--- src/vgbm_pkg.sv ---
`timescale 1ns / 1ps
// Shared types, codes and tables for the video gate and RAM bank mapper.
// No dependencies; used by the result interface, the bank map and the top level.
package vgbm_pkg;

    localparam int PEN_COUNT    = 17;
    localparam int PEN_W        = 5;
    localparam int COLOUR_W     = 5;
    localparam int BLOCK_W      = 6;
    localparam int BANK_COUNT   = 4;
    localparam int PADDR_W      = 3;
    localparam int PDATA_W      = 32;

    localparam logic [PEN_W-1:0]   BORDER_PEN     = 5'd16;
    localparam logic [7:0]         MODE_RESET     = 8'h89;
    localparam logic               CMD_GATE_ARRAY = 1'b0;
    localparam logic               CMD_ROM_SELECT = 1'b1;
    localparam logic [PADDR_W-1:0] ADDR_EXP_EN    = 3'd0;

    typedef enum logic [1:0] {
        GA_PEN_SELECT = 2'd0,
        GA_COLOUR     = 2'd1,
        GA_MODE       = 2'd2,
        GA_RAM_CONFIG = 2'd3
    } t_ga_op;

    typedef logic [BLOCK_W-1:0] t_block_map [BANK_COUNT];

    typedef struct packed {
        logic [BLOCK_W-1:0]  bank0_block;
        logic [BLOCK_W-1:0]  bank1_block;
        logic [BLOCK_W-1:0]  bank2_block;
        logic [BLOCK_W-1:0]  bank3_block;
        logic                lower_rom_on;
        logic                upper_rom_on;
        logic [7:0]          upper_rom_number;
        logic [1:0]          screen_mode;
        logic [PEN_W-1:0]    pen_index;
        logic [COLOUR_W-1:0] pen_colour;
        logic                refresh_needed;
        logic                irq_clear;
    } t_result;

    // base block per RAM configuration and bank; values of 4 and up come from the
    // expansion block
    function automatic logic [2:0] base_block(input logic [2:0] cfg, input logic [1:0] bank);
        logic [11:0] row;
        case (cfg)
            3'd0:    row = {3'd3, 3'd2, 3'd1, 3'd0};
            3'd1:    row = {3'd7, 3'd2, 3'd1, 3'd0};
            3'd2:    row = {3'd7, 3'd6, 3'd5, 3'd4};
            3'd3:    row = {3'd7, 3'd2, 3'd3, 3'd0};
            3'd4:    row = {3'd3, 3'd2, 3'd4, 3'd0};
            3'd5:    row = {3'd3, 3'd2, 3'd5, 3'd0};
            3'd6:    row = {3'd3, 3'd2, 3'd6, 3'd0};
            3'd7:    row = {3'd3, 3'd2, 3'd7, 3'd0};
            default: row = '0;
        endcase
        return row[bank*3 +: 3];
    endfunction

endpackage

--- src/vgbm_cmd_if.sv ---
`timescale 1ns / 1ps
// Input channel: one port write (command select and data byte) per item.
// No dependencies.
interface vgbm_cmd_if;
    logic       valid;
    logic       ready;
    logic       command;
    logic [7:0] value;

    modport source (output valid, output command, output value, input ready);
    modport sink   (input valid, input command, input value, output ready);
endinterface

--- src/vgbm_res_if.sv ---
`timescale 1ns / 1ps
// Result channel: bank map and video status after each write.
// Depends on vgbm_pkg for field widths.
interface vgbm_res_if;
    logic                          valid;
    logic                          ready;
    logic [vgbm_pkg::BLOCK_W-1:0]  bank0_block;
    logic [vgbm_pkg::BLOCK_W-1:0]  bank1_block;
    logic [vgbm_pkg::BLOCK_W-1:0]  bank2_block;
    logic [vgbm_pkg::BLOCK_W-1:0]  bank3_block;
    logic                          lower_rom_on;
    logic                          upper_rom_on;
    logic [7:0]                    upper_rom_number;
    logic [1:0]                    screen_mode;
    logic [vgbm_pkg::PEN_W-1:0]    pen_index;
    logic [vgbm_pkg::COLOUR_W-1:0] pen_colour;
    logic                          refresh_needed;
    logic                          irq_clear;

    modport source (
        output valid, output bank0_block, output bank1_block, output bank2_block,
        output bank3_block, output lower_rom_on, output upper_rom_on,
        output upper_rom_number, output screen_mode, output pen_index,
        output pen_colour, output refresh_needed, output irq_clear, input ready
    );
    modport sink (
        input valid, input bank0_block, input bank1_block, input bank2_block,
        input bank3_block, input lower_rom_on, input upper_rom_on,
        input upper_rom_number, input screen_mode, input pen_index,
        input pen_colour, input refresh_needed, input irq_clear, output ready
    );
endinterface

--- src/vgbm_bank_map.sv ---
`timescale 1ns / 1ps
// Bank map decode: 16K block number for each bank from RAM config and expansion block.
// Depends on vgbm_pkg.
module vgbm_bank_map (
    input  logic [2:0]           i_ram_config,
    input  logic [2:0]           i_exp_block,
    output vgbm_pkg::t_block_map o_blocks
);

    logic [3:0] exp_base;

    assign exp_base = {1'b0, i_exp_block} + 4'd1;

    always_comb begin
        logic [2:0] b;
        for (int i = 0; i < vgbm_pkg::BANK_COUNT; i++) begin
            b = vgbm_pkg::base_block(i_ram_config, 2'(i));
            if (b[2]) begin
                o_blocks[i] = {exp_base, b[1:0]};
            end else begin
                o_blocks[i] = {3'd0, b};
            end
        end
    end

endmodule

--- src/video_gate_and_ram_bank_mapper_top.sv ---
`timescale 1ns / 1ps
// Top level of the video gate and RAM bank mapper.
// Depends on vgbm_pkg, vgbm_cmd_if, vgbm_res_if and vgbm_bank_map.
//
// Each accepted item is one processor write, either to the gate array (pen select,
// pen colour, mode and ROM enable, RAM configuration) or to the upper ROM number
// port. The registers are updated at the accepting edge and one result item, the
// bank map and video status after that write, appears in the output register on
// the next cycle. A new item is taken every cycle: the decode and bank map lookup
// are one level of logic between the channel and the output register, and input
// is only held back while the output register is full and not being taken. The
// APB register at address 0 holds the expansion enable bit (reset 1); pready is
// always high and writes take effect on the access cycle.
module video_gate_and_ram_bank_mapper_top (
    input  logic                                i_clk,
    input  logic                                i_rst_n,
    vgbm_cmd_if.sink                            i_cmd_ch,
    vgbm_res_if.source                          o_res_ch,
    input  logic                                psel,
    input  logic                                penable,
    input  logic                                pwrite,
    input  logic [vgbm_pkg::PADDR_W-1:0]        paddr,
    input  logic [vgbm_pkg::PDATA_W-1:0]        pwdata,
    output logic [vgbm_pkg::PDATA_W-1:0]        prdata,
    output logic                                pready
);

    logic                          r_exp_en;
    logic [vgbm_pkg::PEN_W-1:0]    r_sel_pen;
    logic [vgbm_pkg::COLOUR_W-1:0] r_palette [vgbm_pkg::PEN_COUNT];
    logic [7:0]                    r_mode;
    logic [2:0]                    r_ram_cfg;
    logic [2:0]                    r_exp_blk;
    logic [7:0]                    r_rom_num;
    logic                          r_out_valid;
    vgbm_pkg::t_result             r_out;

    logic [vgbm_pkg::PEN_W-1:0]    n_sel_pen;
    logic [vgbm_pkg::COLOUR_W-1:0] n_palette [vgbm_pkg::PEN_COUNT];
    logic [7:0]                    n_mode;
    logic [2:0]                    n_ram_cfg;
    logic [2:0]                    n_exp_blk;
    logic [7:0]                    n_rom_num;
    vgbm_pkg::t_result             n_out;

    logic                          accept;
    logic                          refresh;
    logic                          irq;
    vgbm_pkg::t_ga_op              op;
    vgbm_pkg::t_block_map          blocks;

    assign pready = 1'b1;
    assign prdata = (paddr == vgbm_pkg::ADDR_EXP_EN) ?
                    {{(vgbm_pkg::PDATA_W-1){1'b0}}, r_exp_en} : '0;

    always_ff @(posedge i_clk) begin
        if (!i_rst_n) begin
            r_exp_en <= 1'b1;
        end else if (psel && penable && pwrite && pready && paddr == vgbm_pkg::ADDR_EXP_EN) begin
            r_exp_en <= pwdata[0];
        end
    end

    assign i_cmd_ch.ready = !r_out_valid || o_res_ch.ready;
    assign accept         = i_cmd_ch.valid && i_cmd_ch.ready;
    assign op             = vgbm_pkg::t_ga_op'(i_cmd_ch.value[7:6]);

    always_comb begin
        n_sel_pen = r_sel_pen;
        n_palette = r_palette;
        n_mode    = r_mode;
        n_ram_cfg = r_ram_cfg;
        n_exp_blk = r_exp_blk;
        n_rom_num = r_rom_num;
        refresh   = 1'b0;
        irq       = 1'b0;
        if (i_cmd_ch.command == vgbm_pkg::CMD_ROM_SELECT) begin
            n_rom_num = i_cmd_ch.value;
        end else begin
            case (op)
                vgbm_pkg::GA_PEN_SELECT: begin
                    n_sel_pen = i_cmd_ch.value[4] ? vgbm_pkg::BORDER_PEN
                                                  : {1'b0, i_cmd_ch.value[3:0]};
                end
                vgbm_pkg::GA_COLOUR: begin
                    if (r_palette[r_sel_pen] != i_cmd_ch.value[4:0]) begin
                        n_palette[r_sel_pen] = i_cmd_ch.value[4:0];
                        refresh              = 1'b1;
                    end
                end
                vgbm_pkg::GA_MODE: begin
                    n_mode  = i_cmd_ch.value;
                    irq     = i_cmd_ch.value[4];
                    refresh = 1'b1;
                end
                vgbm_pkg::GA_RAM_CONFIG: begin
                    n_ram_cfg = i_cmd_ch.value[2:0];
                    n_exp_blk = r_exp_en ? i_cmd_ch.value[5:3] : 3'd0;
                    refresh   = 1'b1;
                end
                default: begin
                    refresh = 1'b0;
                end
            endcase
        end
    end

    vgbm_bank_map u_bank_map (
        .i_ram_config (n_ram_cfg),
        .i_exp_block  (n_exp_blk),
        .o_blocks     (blocks)
    );

    always_comb begin
        n_out.bank0_block      = blocks[0];
        n_out.bank1_block      = blocks[1];
        n_out.bank2_block      = blocks[2];
        n_out.bank3_block      = blocks[3];
        n_out.lower_rom_on     = !n_mode[2];
        n_out.upper_rom_on     = !n_mode[3];
        n_out.upper_rom_number = n_rom_num;
        n_out.screen_mode      = n_mode[1:0];
        n_out.pen_index        = n_sel_pen;
        n_out.pen_colour       = n_palette[n_sel_pen];
        n_out.refresh_needed   = refresh;
        n_out.irq_clear        = irq;
    end

    always_ff @(posedge i_clk) begin
        if (!i_rst_n) begin
            r_sel_pen   <= '0;
            r_mode      <= vgbm_pkg::MODE_RESET;
            r_ram_cfg   <= '0;
            r_exp_blk   <= '0;
            r_rom_num   <= '0;
            r_out_valid <= 1'b0;
            for (int i = 0; i < vgbm_pkg::PEN_COUNT; i++) begin
                r_palette[i] <= '0;
            end
        end else begin
            if (accept) begin
                r_sel_pen <= n_sel_pen;
                r_palette <= n_palette;
                r_mode    <= n_mode;
                r_ram_cfg <= n_ram_cfg;
                r_exp_blk <= n_exp_blk;
                r_rom_num <= n_rom_num;
            end
            if (accept) begin
                r_out_valid <= 1'b1;
            end else if (o_res_ch.ready) begin
                r_out_valid <= 1'b0;
            end
        end
    end

    always_ff @(posedge i_clk) begin
        if (accept) begin
            r_out <= n_out;
        end
    end

    assign o_res_ch.valid            = r_out_valid;
    assign o_res_ch.bank0_block      = r_out.bank0_block;
    assign o_res_ch.bank1_block      = r_out.bank1_block;
    assign o_res_ch.bank2_block      = r_out.bank2_block;
    assign o_res_ch.bank3_block      = r_out.bank3_block;
    assign o_res_ch.lower_rom_on     = r_out.lower_rom_on;
    assign o_res_ch.upper_rom_on     = r_out.upper_rom_on;
    assign o_res_ch.upper_rom_number = r_out.upper_rom_number;
    assign o_res_ch.screen_mode      = r_out.screen_mode;
    assign o_res_ch.pen_index        = r_out.pen_index;
    assign o_res_ch.pen_colour       = r_out.pen_colour;
    assign o_res_ch.refresh_needed   = r_out.refresh_needed;
    assign o_res_ch.irq_clear        = r_out.irq_clear;

endmodule
--- src/flat_wrapper.sv ---
// flat-port wrapper written by rule: the top's interface ports become plain ports
module video_gate_and_ram_bank_mapper_top_flat 
  (i_clk, i_rst_n, psel, penable, pwrite, paddr, pwdata, prdata, pready, i_cmd_ch_valid, i_cmd_ch_command, i_cmd_ch_value, i_cmd_ch_ready, o_res_ch_valid, o_res_ch_bank0_block, o_res_ch_bank1_block, o_res_ch_bank2_block, o_res_ch_bank3_block, o_res_ch_lower_rom_on, o_res_ch_upper_rom_on, o_res_ch_upper_rom_number, o_res_ch_screen_mode, o_res_ch_pen_index, o_res_ch_pen_colour, o_res_ch_refresh_needed, o_res_ch_irq_clear, o_res_ch_ready);
  vgbm_cmd_if i_cmd_ch_i ();
  vgbm_res_if o_res_ch_i ();
  input  logic i_clk;
  input  logic i_rst_n;
  input  logic psel;
  input  logic penable;
  input  logic pwrite;
  input  logic [vgbm_pkg::PADDR_W-1:0] paddr;
  input  logic [vgbm_pkg::PDATA_W-1:0] pwdata;
  output logic [vgbm_pkg::PDATA_W-1:0] prdata;
  output logic pready;
  input wire logic [$bits(i_cmd_ch_i.valid)-1:0] i_cmd_ch_valid;
  input wire logic [$bits(i_cmd_ch_i.command)-1:0] i_cmd_ch_command;
  input wire logic [$bits(i_cmd_ch_i.value)-1:0] i_cmd_ch_value;
  output wire logic [$bits(i_cmd_ch_i.ready)-1:0] i_cmd_ch_ready;
  output wire logic [$bits(o_res_ch_i.valid)-1:0] o_res_ch_valid;
  output wire logic [$bits(o_res_ch_i.bank0_block)-1:0] o_res_ch_bank0_block;
  output wire logic [$bits(o_res_ch_i.bank1_block)-1:0] o_res_ch_bank1_block;
  output wire logic [$bits(o_res_ch_i.bank2_block)-1:0] o_res_ch_bank2_block;
  output wire logic [$bits(o_res_ch_i.bank3_block)-1:0] o_res_ch_bank3_block;
  output wire logic [$bits(o_res_ch_i.lower_rom_on)-1:0] o_res_ch_lower_rom_on;
  output wire logic [$bits(o_res_ch_i.upper_rom_on)-1:0] o_res_ch_upper_rom_on;
  output wire logic [$bits(o_res_ch_i.upper_rom_number)-1:0] o_res_ch_upper_rom_number;
  output wire logic [$bits(o_res_ch_i.screen_mode)-1:0] o_res_ch_screen_mode;
  output wire logic [$bits(o_res_ch_i.pen_index)-1:0] o_res_ch_pen_index;
  output wire logic [$bits(o_res_ch_i.pen_colour)-1:0] o_res_ch_pen_colour;
  output wire logic [$bits(o_res_ch_i.refresh_needed)-1:0] o_res_ch_refresh_needed;
  output wire logic [$bits(o_res_ch_i.irq_clear)-1:0] o_res_ch_irq_clear;
  input wire logic [$bits(o_res_ch_i.ready)-1:0] o_res_ch_ready;
  assign i_cmd_ch_i.valid = i_cmd_ch_valid;
  assign i_cmd_ch_i.command = i_cmd_ch_command;
  assign i_cmd_ch_i.value = i_cmd_ch_value;
  assign i_cmd_ch_ready = i_cmd_ch_i.ready;
  assign o_res_ch_valid = o_res_ch_i.valid;
  assign o_res_ch_bank0_block = o_res_ch_i.bank0_block;
  assign o_res_ch_bank1_block = o_res_ch_i.bank1_block;
  assign o_res_ch_bank2_block = o_res_ch_i.bank2_block;
  assign o_res_ch_bank3_block = o_res_ch_i.bank3_block;
  assign o_res_ch_lower_rom_on = o_res_ch_i.lower_rom_on;
  assign o_res_ch_upper_rom_on = o_res_ch_i.upper_rom_on;
  assign o_res_ch_upper_rom_number = o_res_ch_i.upper_rom_number;
  assign o_res_ch_screen_mode = o_res_ch_i.screen_mode;
  assign o_res_ch_pen_index = o_res_ch_i.pen_index;
  assign o_res_ch_pen_colour = o_res_ch_i.pen_colour;
  assign o_res_ch_refresh_needed = o_res_ch_i.refresh_needed;
  assign o_res_ch_irq_clear = o_res_ch_i.irq_clear;
  assign o_res_ch_i.ready = o_res_ch_ready;
  video_gate_and_ram_bank_mapper_top u_core (.i_clk(i_clk), .i_rst_n(i_rst_n), .i_cmd_ch(i_cmd_ch_i), .o_res_ch(o_res_ch_i), .psel(psel), .penable(penable), .pwrite(pwrite), .paddr(paddr), .pwdata(pwdata), .prdata(prdata), .pready(pready));
endmodule
--- config.mk ---
export PLATFORM = sky130hd
export DESIGN_NAME = video_gate_and_ram_bank_mapper_top_flat
export DESIGN_NICKNAME = d
export VERILOG_FILES = /design/src/vgbm_pkg.sv /design/src/vgbm_cmd_if.sv /design/src/vgbm_res_if.sv /design/src/vgbm_bank_map.sv /design/src/video_gate_and_ram_bank_mapper_top.sv /design/src/flat_wrapper.sv
export SDC_FILE = /design/constraint.sdc
export NUM_CORES = 1
export LEC_CHECK = 0
export ABC_AREA = 1
export BUFFER_PORTS_ARGS = -buffer_cell sky130_fd_sc_hd__buf_2
export CAP_MARGIN = 20
export CORE_ASPECT_RATIO = 1.75
export CORE_MARGIN = 1.5
export CORE_UTILIZATION = 47
export CTS_CLUSTER_SIZE = 40
export DETAILED_ROUTE_END_ITERATION = 10
export GPL_TIMING_DRIVEN = 0
export HOLD_SLACK_MARGIN = 0.03
export PLACE_DENSITY = 0.75
export SLEW_MARGIN = 30
export SYNTH_ARGS = -nofsm -noshare
export SYNTH_HDL_FRONTEND = slang
export SYNTH_SLANG_ARGS = --single-unit
--- constraint.sdc ---
create_clock -name i_clk -period 3.56 [get_ports i_clk]
set_input_delay 0.178 -clock i_clk [delete_from_list [all_inputs] [get_ports i_clk]]
set_output_delay 0.178 -clock i_clk [all_outputs]
set_load 0.02 [all_outputs]
== Word level (Yosys, flattened, before mapping) ==
Memory sizes are Yosys's and may differ from the RTL's.
Cells that the tools add are included.
Operators by class
  magnitude comparators: 3
  multiplexer cells: 28
  reductions and logical operators: 14
  bitwise gates (word level): 3
  shift operators: 0
  equal/unequal tests: 4
  div/mod/pow operators: 0
  add/sub/neg operators: 1
  multiply operators: 0
Operators by type and width (count)
  two-way mux 85 bit: 3
  bitwise mux 85 bit: 1
  binary-select mux 5 bit (select 5 bit): 2
  two-way mux 5 bit: 8
  demux 5 bit (select 5 bit): 1
  two-way mux 3 bit: 5
  >= comparator 6 bit, second input constant: 2
  inverter 5 -> 6 bit: 2
  two-way mux 4 bit: 2
  two-way mux 8 bit: 1
  less-than comparator 6 x 1 -> 1 bit, second input constant: 1
  logical AND 1 bit: 5
  inequality test 5 bit: 1
  adder 3 x 1 -> 4 bit, second input constant: 1
  == test 2 bit, second input constant: 2
  two-way mux 1 bit: 4
  OR reduction 2 bit: 2
  zero test 1 bit: 3
  zero test 3 bit: 1
  == test 2 x 1 -> 1 bit, second input constant: 1
  zero test 2 bit: 1
  one-hot mux 1 bit (2 select lines): 1
  nonzero test 2 bit: 1
  logical OR 1 bit: 1
  inverter 1 bit: 1
Storage, ports and cells
  memories kept: 4
  latch bits: 0
  ROM bits: 192
  RAM bits: 0
  register bits: 158
Memories
  (name not given): depth 8, bits a word 6, rd ports 1, clocked after memory_dff 0, write ports 0, line vgbm_pkg.sv:48  | case (cfg)
  (name not given): depth 8, bits a word 6, rd ports 1, clocked after memory_dff 0, write ports 0, line vgbm_pkg.sv:48
  (name not given): depth 8, bits a word 6, rd ports 1, clocked after memory_dff 0, write ports 0, line vgbm_pkg.sv:48
  (name not given): depth 8, bits a word 6, rd ports 1, clocked after memory_dff 0, write ports 0, line vgbm_pkg.sv:48

== Depth between registers and ports, before layout ==
Gate-level depths: netlist of the first run.
  depth in word-level cells: 12
  gate-level depth with buffers: 17

== Hierarchy ==
From an unflattened synthesis of the first run, not the netlist that was laid out.
Second synthesis, totals
  cells, all modules: 1798
  area, all modules: 10974.3 um2
By module, submodules not included
  video_gate_and_ram_bank_mapper_top: area an instance 10760.3 um2, cells each 1759, sequential area each 3643.5 um2, times used 1
  vgbm_bank_map: area an instance 214.0 um2, cells each 39, sequential area each 0.0 um2, times used 1

== Least setup slack after synthesis of the first run ==
No wires, ideal clock.
  path kind: register to register
  start point: reg u_core.r_out_valid (netlist: u_core.o_res_ch.valid)
  end point: reg u_core.r_out (netlist bit u_core.o_res_ch.bank1_block[0]) (enable)
  data required time: 3.143 ns
  cell stages (with the launch flop): 6
  data arrival time: 2.395 ns
  setup time: 0.417 ns
  buffers on the path: 2
  path slack: 0.748 ns
  path through: dfxtp_1 nand2_1 nand2_1 inv_1 clkbuf_1 clkbuf_1
On the way
  cells in the longest elaborated chain, start to end: 3
Ends and longest elaborated chain
  start, declared: line video_gate_and_ram_bank_mapper_top.sv:35  | logic r_out_valid;
  start signal, assigned: line video_gate_and_ram_bank_mapper_top.sv:136  | r_out_valid <= 1'b0;
  start signal, assigned: line video_gate_and_ram_bank_mapper_top.sv:150  | r_out_valid <= 1'b1;
  start signal, assigned: line video_gate_and_ram_bank_mapper_top.sv:152  | r_out_valid <= 1'b0;
  zero test 1 bit: line video_gate_and_ram_bank_mapper_top.sv:64  | assign i_cmd_ch.ready = !r_out_valid || o_res_ch.ready;
  logical OR 1 bit: line video_gate_and_ram_bank_mapper_top.sv:64
  via i_cmd_ch_ready: line flat_wrapper.sv:18  | output wire logic [$bits(i_cmd_ch_i.ready)-1:0] i_cmd_ch_ready;
  logical AND 1 bit: line video_gate_and_ram_bank_mapper_top.sv:65  | assign accept = i_cmd_ch.valid && i_cmd_ch.ready;
  via u_core.accept: line video_gate_and_ram_bank_mapper_top.sv:46  | logic accept;
  end signal, assigned: line video_gate_and_ram_bank_mapper_top.sv:159  | r_out <= n_out;
  end, declared: line video_gate_and_ram_bank_mapper_top.sv:36  | vgbm_pkg::t_result r_out;
The timed path passes the listed nets, and every way through them passes these cells.
A chain may end at the register's enable or synchronous reset.

==> impl_metrics.tcl, run 1 <==
set metrics [dict create \
    status "finished clean" \
    yosysMostFrequentCell "nand2_1" \
    synth-edff-count 38 \
    start_util 0.4808 \
    ctsResizeCount 0 \
    io_buffers 57 \
    vdd_drop_max_v 0.0002841 \
    hold_violations 0 \
    avgViaCountPerCell 5.762 \
    holdBufCountCts 2 \
    clkPwrFrac 0.351 \
    startpoint "u_core.r_sel_pen[2]" \
    num_antenna_cells 0 \
    htree_levels 4 \
    drv_slew 0 \
    cts_tree "yes" \
    synth_top_area_cell "nand2_1" \
    synthTopCellsByArea "nand2_1, dfxtp_1, nand3_1, edfxtp_1, o211ai_1" \
    dr_total_vias 12720 \
    reg2reg_to "u_core.o_res_ch.pen_colour[1]" \
    fmax_mhz 297.0 \
    clk_pin_slew_ns 0.07 \
    required_ns 3.77 \
    r2r_start "u_core.r_sel_pen[2]" \
    leakage_nw 6.154 \
    synth_top_area_share 0.2635 \
    syn2layout_area_growth_pct 13.18 \
    arrival_ns 3.58 \
    gr-total-overflow 0 \
    slew_headroom 0.2426 \
    finalCriticalPeriod_ns 3.367 \
    core_region_area_sq_um 22160 \
    num_rows 72 \
    post_route_cells_drive_above_1_share 0.08582 \
    async_reset_ff_frac 0 \
    yosysUniqueCellTypes 28 \
    cts.sinks 148 \
    drt-wirelength-per-cell_um 21.09 \
    synth-seq-cells 148 \
    die_area_sq_um 23620 \
    synth_common_cells "nand2_1, nand3_1, inv_1, dfxtp_1, clkbuf_1" \
    crit_fanout 10 \
    seq_power_share 0.380 \
    nets 1950 \
    insertion_delay_ns 0.46 \
    die_w_um 116.8 \
    finalSetupTns_ns 0 \
    rrSetupSlack_ns 0.19 \
    critPathCapture "u_core.o_res_ch.pen_colour[1]" \
    ant_nets 0 \
    syn_avg_cell_area_sq_um 5.973 \
    grt_util_all_layers 0.4056 \
    drt_iter0_markers 1293 \
    hpwl_mm 34.89 \
    powerDensity_nw_per_um2 436.4 \
    cap_viol_max_count 0 \
    die_h_um 202.2 \
    fillCellCount 2339 \
    wl_mm 46.54 \
    grt_pass1_vias 12060 \
    post_cts_buffers 0 \
    p_sw_frac 0.3737 \
    grt_pass1_wl_mm 69.75 \
    cp-start-kind "register" \
    hold_class "in -> reg" \
    cts_root_buffer "clkbuf_16" \
    synth_flop_cell "dfxtp_1" \
    p_sw_mw 1.967 \
    yosysSeqAreaShare 0.3138 \
    post-route-drc-count 0 \
    cts.path.max_buffers 2 \
    io_pins 134 \
    p_int_mw 3.296 \
    rsz0062_at_grt "no" \
    clock_skew_ns 0.009754 \
    critPathKind "reg -> reg" \
    drtPass1Iterations 7 \
    pwr-share-comb 0.269 \
    fin_crit_sh 0.9457 \
    synth_cells 1784 \
    r2r_cells 9 \
    globalplace.congestion 1.067 \
    p_total_mw 5.262 \
    antenna_found_initial 0 \
    syn_area_sq_um 10660 \
    grt_max_degree 48 \
    cts-buffers-inserted 17 \
    hold_ws_ns 0.03426 \
    worstMarginPinSlew_ns 1.136 \
    yosysWarnings 0 \
    setup_viol 0 \
    cp-end-kind "register" \
]
==> power by group through the flow <==
stage / clock network [mW] / registers (mW) / logic, mW
after floorplan: 0 / 2.05 / 0.876
after global placement: 0 / 2.03 / 1.34
after detailed placement: 0 / 2.03 / 1.36
after CTS: 1.85 / 1.99 / 1.36
after global routing: 1.92 / 2.02 / 1.53
final: 1.85 / 2.00 / 1.42
==> critical path: stages (launching register included) <==
cell      delay, ns
dfxtp_1        0.49
inv_1          0.14
clkbuf_1       0.31
o22ai_1        0.64
clkbuf_1       0.64
nand3_1        0.41
nand2_1        0.24
nand2_1        0.07
nand3_1        0.11
nand2_1        0.07
==> metrics by stage <==
| step | cells | setup WS (ns) | util | area (sq um) |
|---|---|---|---|---|
| after floorplan | 1820 | 0.7482 | - | 10790 |
| after global placement | 2173 | 0.1275 | 0.5165 | 11450 |
| after detailed placement | 2173 | 0.3358 | 0.5167 | 11450 |
| after CTS | 2207 | 0.4599 | 0.5440 | 12060 |
| after global routing | 2207 | 0.1879 | 0.5442 | 12060 |
| final | 2207 | 0.1932 | 0.5442 | 12060 |
==> metal layers <==
layer	track usage	part of all wire	vias up
met1	0.4125	0.33	5593
met2	0.6523	0.46	822
met4	0.4122	0.12	0
met3	0.09055	0.086	320
met5	0	0	-
li1	-	-	5982
==> area by class of cell <==
class                   instances  area (sq um)  share of cell area
well taps                     296         370.4             0.03071
clock buffers                  19         454.2             0.03766
clock inverters                13         132.6             0.01100
repair buffers                 59         305.3             0.02532
flip-flops and latches        148          3343              0.2772
inverters                     153         574.3             0.04762
plain buffers                 165         813.3             0.06744
multi-input cells            1354          6066              0.5030
==> flip-flops by register name, summed over array words and instances (netlist names), 5 cells and up <==
register,cells
u_core.r_sel_pen,5
u_core.o_res_ch.pen_colour,5
u_core.o_res_ch.bank1_block,6
u_core.r_palette,85
u_core.o_res_ch.upper_rom_number,8
u_core.o_res_ch.pen_index,5
u_core.r_rom_num,8
==> worst min-delay path by stage <==
stage	end	start	slack [ns]	cells after the start
global placement	u_core.r_rom_num[6]	u_core.r_rom_num[6]	0.43	2
finish	u_core.r_exp_en	penable	0.03	3
detailed placement	u_core.r_exp_en	pwdata[0]	0.44	3
CTS	u_core.r_exp_en	penable	0.03	3
floorplan	u_core.r_exp_en	pwdata[0]	0.32	2
global route	u_core.r_exp_en	pwrite	0.08	3
==> cell families after synthesis <==
family | count (synthesis) | synth area share
AND/OR/NAND/NOR | 1102 | 0.4318
buffers and inverters | 318 | 0.1296
other | 2 | 0.0007048
AO/OA/AOI/OAI | 210 | 0.1205
XOR/XNOR | 3 | 0.002466
flip-flops | 148 | 0.3138
adder cells (fa/ha/maj) | 1 | 0.001174
==> layout by cell type, fill, tap and decap left out, types with 5 or more instances in the layout <==
| cell | n |
|---|---|
| nand2_1 | 748 |
| nand3_1 | 264 |
| inv_1 | 148 |
| dfxtp_1 | 110 |
| clkbuf_1 | 86 |
| o211ai_1 | 84 |
| buf_2 | 81 |
| o21ai_0 | 70 |
| nand4_1 | 42 |
| buf_4 | 42 |
| nor2_1 | 38 |
| conb_1 | 38 |
| edfxtp_1 | 38 |
| a21oi_1 | 28 |
| o21ai_1 | 21 |
| clkbuf_16 | 18 |
| buf_1 | 11 |
| inv_6 | 7 |
| nor3_1 | 5 |
No activity file was read; power rests on OpenSTA's default activity.
==> run 2, diff against run 1 <==
Settings changed: ABC_AREA 1 to 0, PLACE_DENSITY 0.75 to 0.76.
==> impl_metrics.tcl, run 2 <==
set metrics [dict create \
    hold_class "in -> reg" \
    regMostFlops "u_core.r_palette" \
    rrSetupSlack_ns -0.25 \
    final_common_cell "dfxtp_1" \
    core_region_area_sq_um 18140 \
    vdd_drop_max_v 0.0003148 \
    post_route_cells_drive_above_1_share 0.2947 \
    nets 1125 \
    synth_top_area_cell "dfxtp_1" \
    cts.path.max_buffers 2 \
    r2r_start "u_core.r_sel_pen[1]" \
    drt_iter0_markers 882 \
    synth_cells 919 \
    leakage_nw 3.998 \
    finalCriticalPeriod_ns 3.811 \
    drt-wirelength-per-cell_um 27.87 \
    rsz0062_at_grt "yes" \
    wl_mm 36.79 \
    num_antenna_cells 0 \
    clock_skew_ns 0.01128 \
    cap_viol_max_count 0 \
    fin_crit_sh 1.071 \
    cts.sinks 148 \
    dp_slack_ns -1.315 \
    critical_path.slowest_cell "mux2i_2" \
    grt_pass1_wl_mm 52.98 \
    slew_headroom 0.3476 \
    hold_violations 0 \
    fmax_mhz 262.4 \
    critPathKind "reg -> reg" \
    yosysMostFrequentCell "dfxtp_1" \
    synth_flop_cell "dfxtp_1" \
    crit_chain "buf_6, buf_6, buf_6, mux2i_2, clkinv_2, nor2_1, nand3_1, nor2_1, nand2_1, nor2_1, a311oi_2, o2111a_2, a211oi_2" \
    dr_total_vias 8352 \
    antenna_found_initial 0 \
    hpwl_mm 26.92 \
    path_delay_family "simple AND/OR/NAND/NOR gates" \
    avgViaCountPerCell 6.327 \
    synth_common_cells "dfxtp_1, nand2_1, mux2i_1, nor2b_1, clkbuf_1" \
    arrival_ns 4.05 \
    critPathCapture "u_core.o_res_ch.pen_colour[2]" \
    cts_tree "yes" \
    syn2layout_area_growth_pct 26.88 \
    critPathMaxStageDelay_ns 0.63 \
    clk_pin_slew_ns 0.07 \
    powerDensity_nw_per_um2 406.1 \
    placed_cells 1249 \
    insertion_delay_ns 0.43 \
    synth_top_area_share 0.2520 \
    htree_levels 4 \
    mostFrequentLayoutCells "dfxtp_1, nand2_1, mux2i_1" \
    syn_area_sq_um 8738 \
    die_area_sq_um 19450 \
    synthTopCellsByArea "dfxtp_1, edfxtp_1, mux2i_1, nor2b_1, nand2_1" \
    largest_reg_flops 85 \
    required_ns 3.80 \
    synth-seq-cells 148 \
    io_buffers 60 \
    crit_fanout 10 \
    num_rows 65 \
    globalplace.congestion 1.089 \
    io_pins 134 \
    hold_ws_ns 0.06856 \
    yosysUniqueCellTypes 78 \
    status "finished with violations" \
    drtPass1Iterations 8 \
    cts-buffers-inserted 17 \
    grt_util_all_layers 0.3839 \
    setup_viol 5 \
    post-route-drc-count 0 \
    yosysWarnings 0 \
    synth-edff-count 38 \
    die_w_um 106.1 \
    worstMarginPinSlew_ns 0.9785 \
    die_h_um 183.4 \
    gr-total-overflow 0 \
    startpoint "u_core.r_sel_pen[1]" \
    yosysSeqAreaShare 0.3826 \
    grt_pass1_vias 8212 \
    start_util 0.4818 \
    layout_setup_ws_ns -0.2512 \
    cts_root_buffer "clkbuf_16" \
    async_reset_ff_frac 0 \
    reg2reg_to "u_core.o_res_ch.pen_colour[2]" \
    drv_slew 0 \
    ant_nets 0 \
    syn_avg_cell_area_sq_um 9.509 \
    cp-end-kind "register" \
    cp_num_buf_inv 4 \
    cp-start-kind "register" \
    fillCellCount 1627 \
    failed_checks "setup timing" \
    crit_cells 13 \
    grt_max_degree 48 \
    fin_cells 1320 \
    r2r_cells 13 \
]
-- run 2: changes by cell type after synthesis, sizes merged, moves of 40 or more --
| cell | delta |
|---|---|
| o21ai | -80 |
| inv | -145 |
| nor2b | +70 |
| nand4 | -40 |
| nand3 | -233 |
| o211ai | -79 |
| mux2i | +87 |
| nand2 | -642 |
-- run 2: timing repair --
item | 4_1_cts | 5_1_grt
endpoints found under the hold margin | 2 | 0
cloned | 2 | 1
resized for setup | 91 | 50
pin swaps | 21 | 20
setup buffers | 31 | 4
hold buffers | 2 | 0
endpoints found under the setup margin | 91 | 36
-- run 2: worst min-delay path by stage --
stage / from / end / slack, ns / cells past startpoint
2_1_floorplan: pwdata[0] / u_core.r_exp_en / 0.30 / 2
3_3_place_gp: pwdata[0] / u_core.r_exp_en / 0.40 / 3
3_5_place_dp: pwdata[0] / u_core.r_exp_en / 0.39 / 3
4_1_cts: penable / u_core.r_exp_en / 0.07 / 4
5_1_grt: penable / u_core.r_exp_en / 0.09 / 4
6_report: penable / u_core.r_exp_en / 0.07 / 4
-- run 2: metal layers --
metal	global-route usage	wire length (um)	vias to the layer above
met5	0	0	-
met4	0.3454	3755	0
met3	0.08173	2922	208
met2	0.6574	18040	541
met1	0.3870	12080	3962
li1	-	-	3641
-- run 2: kinds of logic (layout without fill, tap and decap cells) --
logic type	Yosys count	count (layout)	share of synthesized area
AO/OA/AOI/OAI	191	191	0.1771
XOR/XNOR	2	2	0.002864
adder cells (fa/ha/maj)	1	1	0.001432
buffers and inverters	130	261	0.08104
flip-flops	148	148	0.3826
multiplexers	116	116	0.1525
other	2	38	0.0008594
AND/OR/NAND/NOR	329	329	0.2016
-- run 2: worst min-delay path, stage by stage --
cell and delay [ns]:
buf_2 0.09, nand4_1 0.07, mux2i_1 0.07, nand2_1 0.06
-- run 2: layout make-up --
| cell class | count | area (sq um) | area share |
|---|---|---|---|
| clock inverter | 12 | 91.34 | 0.008238 |
| buffer | 119 | 779.5 | 0.07031 |
| inverter | 10 | 38.79 | 0.003498 |
| sequential | 148 | 3347 | 0.3019 |
| timing repair buffer | 100 | 680.7 | 0.06139 |
| clock buffer | 20 | 467.9 | 0.04221 |
| tap | 234 | 292.8 | 0.02641 |
| multi-input combinational | 677 | 5389 | 0.4861 |
-- run 2: stage by stage --
stage,TNS [ns],power [mW],util,area (sq um)
after floorplan,0,2.350,-,8874
after global placement,-43.76,2.620,0.5220,9467
after detailed placement,-42.32,2.621,0.5230,9485
after CTS,-0.3841,4.440,0.5961,10810
after global routing,-0.9790,4.605,0.6113,11090
final,-0.8519,4.502,0.6113,11090
-- run 2: power by group --
| group | switching [mW] | internal, mW | total, mW |
|---|---|---|---|
| clock network | 0.763 | 0.960 | 1.72 |
| registers | 0.0235 | 1.78 | 1.81 |
| logic | 0.627 | 0.345 | 0.971 |
==> run 3, diff against run 2 <==
Settings changed: CORE_ASPECT_RATIO 1.75 to 1.5, CORE_UTILIZATION 47 to 40, PLACE_DENSITY 0.76 to 0.68.
==> impl_metrics.tcl, run 3 (synthesis gave the netlist of run 2 again) <==
set metrics [dict create \
    die_w_um 123.7 \
    cts-buffers-inserted 17 \
    cts_root_buffer "clkbuf_16" \
    io_buffers 60 \
    critPathMaxStageDelay_ns 0.51 \
    cp-end-kind "register" \
    holdPathEnd "u_core.r_exp_en" \
    gr-total-overflow 0 \
    die_h_um 184.0 \
    grt_util_all_layers 0.3361 \
    hold_ws_ns 0.07295 \
    cts.sinks 148 \
    fmax_mhz 270.5 \
    largest_reg_flops 85 \
    required_ns 3.75 \
    globalplace.congestion 1.067 \
    grt_pass1_wl_mm 53.65 \
    syn2layout_area_growth_pct 30.04 \
    cts.path.max_buffers 2 \
    reg2reg_to "u_core.o_res_ch.pen_colour[1]" \
    die_area_sq_um 22760 \
    core_region_area_sq_um 21550 \
    io_pins 134 \
    ant_nets 0 \
    drt_iter0_markers 740 \
    worstMarginPinSlew_ns 1.095 \
    mostFrequentLayoutCells "dfxtp_1, nand2_1, mux2i_1" \
    htree_levels 4 \
    drt-wirelength-per-cell_um 27.67 \
    avgViaCountPerCell 6.134 \
    hpwl_mm 27.73 \
    fin_crit_sh 1.039 \
    failed_checks "setup timing" \
    crit_chain "buf_8, buf_12, buf_12, mux4_2, a22oi_2, nand3_2, xnor2_4, buf_6, a311oi_2, or4_4, o221ai_1, a2111oi_4, a21bo_1" \
    rsz0062_at_grt "yes" \
    path_delay_family "compound AO/OA/AOI/OAI gates" \
    r2r_start "u_core.r_sel_pen[0]" \
    cap_viol_max_count 0 \
    finalCriticalPeriod_ns 3.698 \
    critPathKind "reg -> reg" \
    cp_common_cell "buf_12" \
    cp_num_buf_inv 4 \
    min-delay-start "penable" \
    p_int_mw 3.346 \
    dr_total_vias 8318 \
    final_common_cell "dfxtp_1" \
    cts_tree "yes" \
    status "finished with violations" \
    post-route-drc-count 0 \
    wl_mm 37.52 \
    hold_class "in -> reg" \
    leakage_nw 4.063 \
    grt_max_degree 48 \
    r2r_cells 13 \
    fin_cells 1356 \
    p_total_mw 4.718 \
    critical_path.slowest_cell "or4_4" \
    cp-start-kind "register" \
    regMostFlops "u_core.r_palette" \
    seq_power_share 0.383 \
    clock_skew_ns 0.01198 \
    layout_setup_ws_ns -0.1375 \
    drv_slew 0 \
    pwr-share-comb 0.207 \
    hold_violations 0 \
    rrSetupSlack_ns -0.14 \
    placed_cells 1287 \
    grt_pass1_vias 8168 \
    start_util 0.4054 \
    drtPass1Iterations 5 \
    clk_pin_slew_ns 0.06 \
    p_sw_mw 1.372 \
    hold_depth 4 \
    p_sw_frac 0.2909 \
    num_rows 66 \
    insertion_delay_ns 0.44 \
    powerDensity_nw_per_um2 415.2 \
    clkPwrFrac 0.410 \
    crit_fanout 10 \
    post_route_cells_drive_above_1_share 0.2992 \
    antenna_found_initial 1 \
    finalSetupTns_ns -0.5778 \
    nets 1123 \
    arrival_ns 3.89 \
    slew_headroom 0.2494 \
    setup_viol 8 \
    vdd_drop_max_v 0.0003715 \
]
==> run 3: cell count changes in the layout (fill, tap and decap cells not counted), moves of 3 or more <==
cell	delta
o311ai_2	+4
buf_4	-7
inv_6	-3
o221ai_1	-4
bufinv_16	+3
clkinv_4	-4
o221ai_4	+4
nand2_1	+3
buf_6	+3
==> run 3: worst reg2reg max path: stages, from the launching register on <==
cell and delay [ns]:
dfxtp_2 0.33, buf_8 0.14, buf_12 0.17, buf_12 0.17, mux4_2 0.38, a22oi_2 0.28, nand3_2 0.18, xnor2_4 0.37
buf_6 0.18, a311oi_2 0.13, or4_4 0.51, o221ai_1 0.32, a2111oi_4 0.10, a21bo_1 0.21
==> run 3: power by group through the flow <==
stage          logic [mW]  clock network, mW  registers (mW)
3_3_place_gp        0.781                  0            1.84
4_1_cts             0.893               1.95            1.81
3_5_place_dp        0.780                  0            1.84
6_report            0.975               1.94            1.81
2_1_floorplan       0.466                  0            1.88
5_1_grt              1.01               2.01            1.81
==> run 3: layout make-up <==
cell class / instances / area (sq um)
Antenna cell: 1 / 2.502
Buffer: 118 / 792.0
Clock inverter: 8 / 117.6
Clock buffer: 23 / 510.5
Inverter: 10 / 38.79
Tap cell: 272 / 340.3
Timing Repair Buffer: 99 / 691.9
Sequential cell: 148 / 3346
Fill cell: 1998 / 10190
Multi-Input combinational cell: 677 / 5524
==> run 3: how the worst max path moves through the flow <==
| stage | startpoint | to | slack, ns | cells after the start |
|---|---|---|---|---|
| after floorplan | u_core.r_sel_pen[1] | u_core.o_res_ch.pen_colour[3] | 0.36 | 12 |
| after global placement | u_core.r_sel_pen[0] | u_core.o_res_ch.pen_colour[4] | -1.23 | 13 |
| after detailed placement | i_cmd_ch_value[6] | u_core.o_res_ch.pen_colour[2] | -1.18 | 12 |
| after CTS | u_core.r_sel_pen[0] | u_core.o_res_ch.pen_colour[0] | -0.02 | 14 |
| after global routing | u_core.r_sel_pen[0] | u_core.o_res_ch.pen_colour[1] | -0.15 | 16 |
| final | u_core.r_sel_pen[0] | u_core.o_res_ch.pen_colour[1] | -0.14 | 13 |
==> run 3: stage by stage <==
| stage | utilization | setup slack, ns | instance area, sq um |
|---|---|---|---|
| floorplan | - | 0.3634 | 8874 |
| global placement | 0.4414 | -1.225 | 9514 |
| detailed placement | 0.4421 | -1.177 | 9529 |
| CTS | 0.5065 | -0.01616 | 10920 |
| global route | 0.5271 | -0.1526 | 11360 |
| finish | 0.5272 | -0.1375 | 11360 |
==> run 3: repair_timing <==
item,4_1_cts,5_1_grt
gates cloned,1,0
resized for setup,112,52
setup buffers,21,14
endpoints found under the hold margin,2,0
setup endpoints to repair,91,35
hold buffers,2,0
pin swaps,32,37
==> run 3: per-layer routing <==
layer  vias to the layer above  wire length, um  global-route usage
li1                       3634                -                   -
met1                      3976            12610              0.3409
met2                       523            18230              0.5741
met3                       185             2763             0.06948
met4                         0             3923              0.2915
met5                         -                0                   0
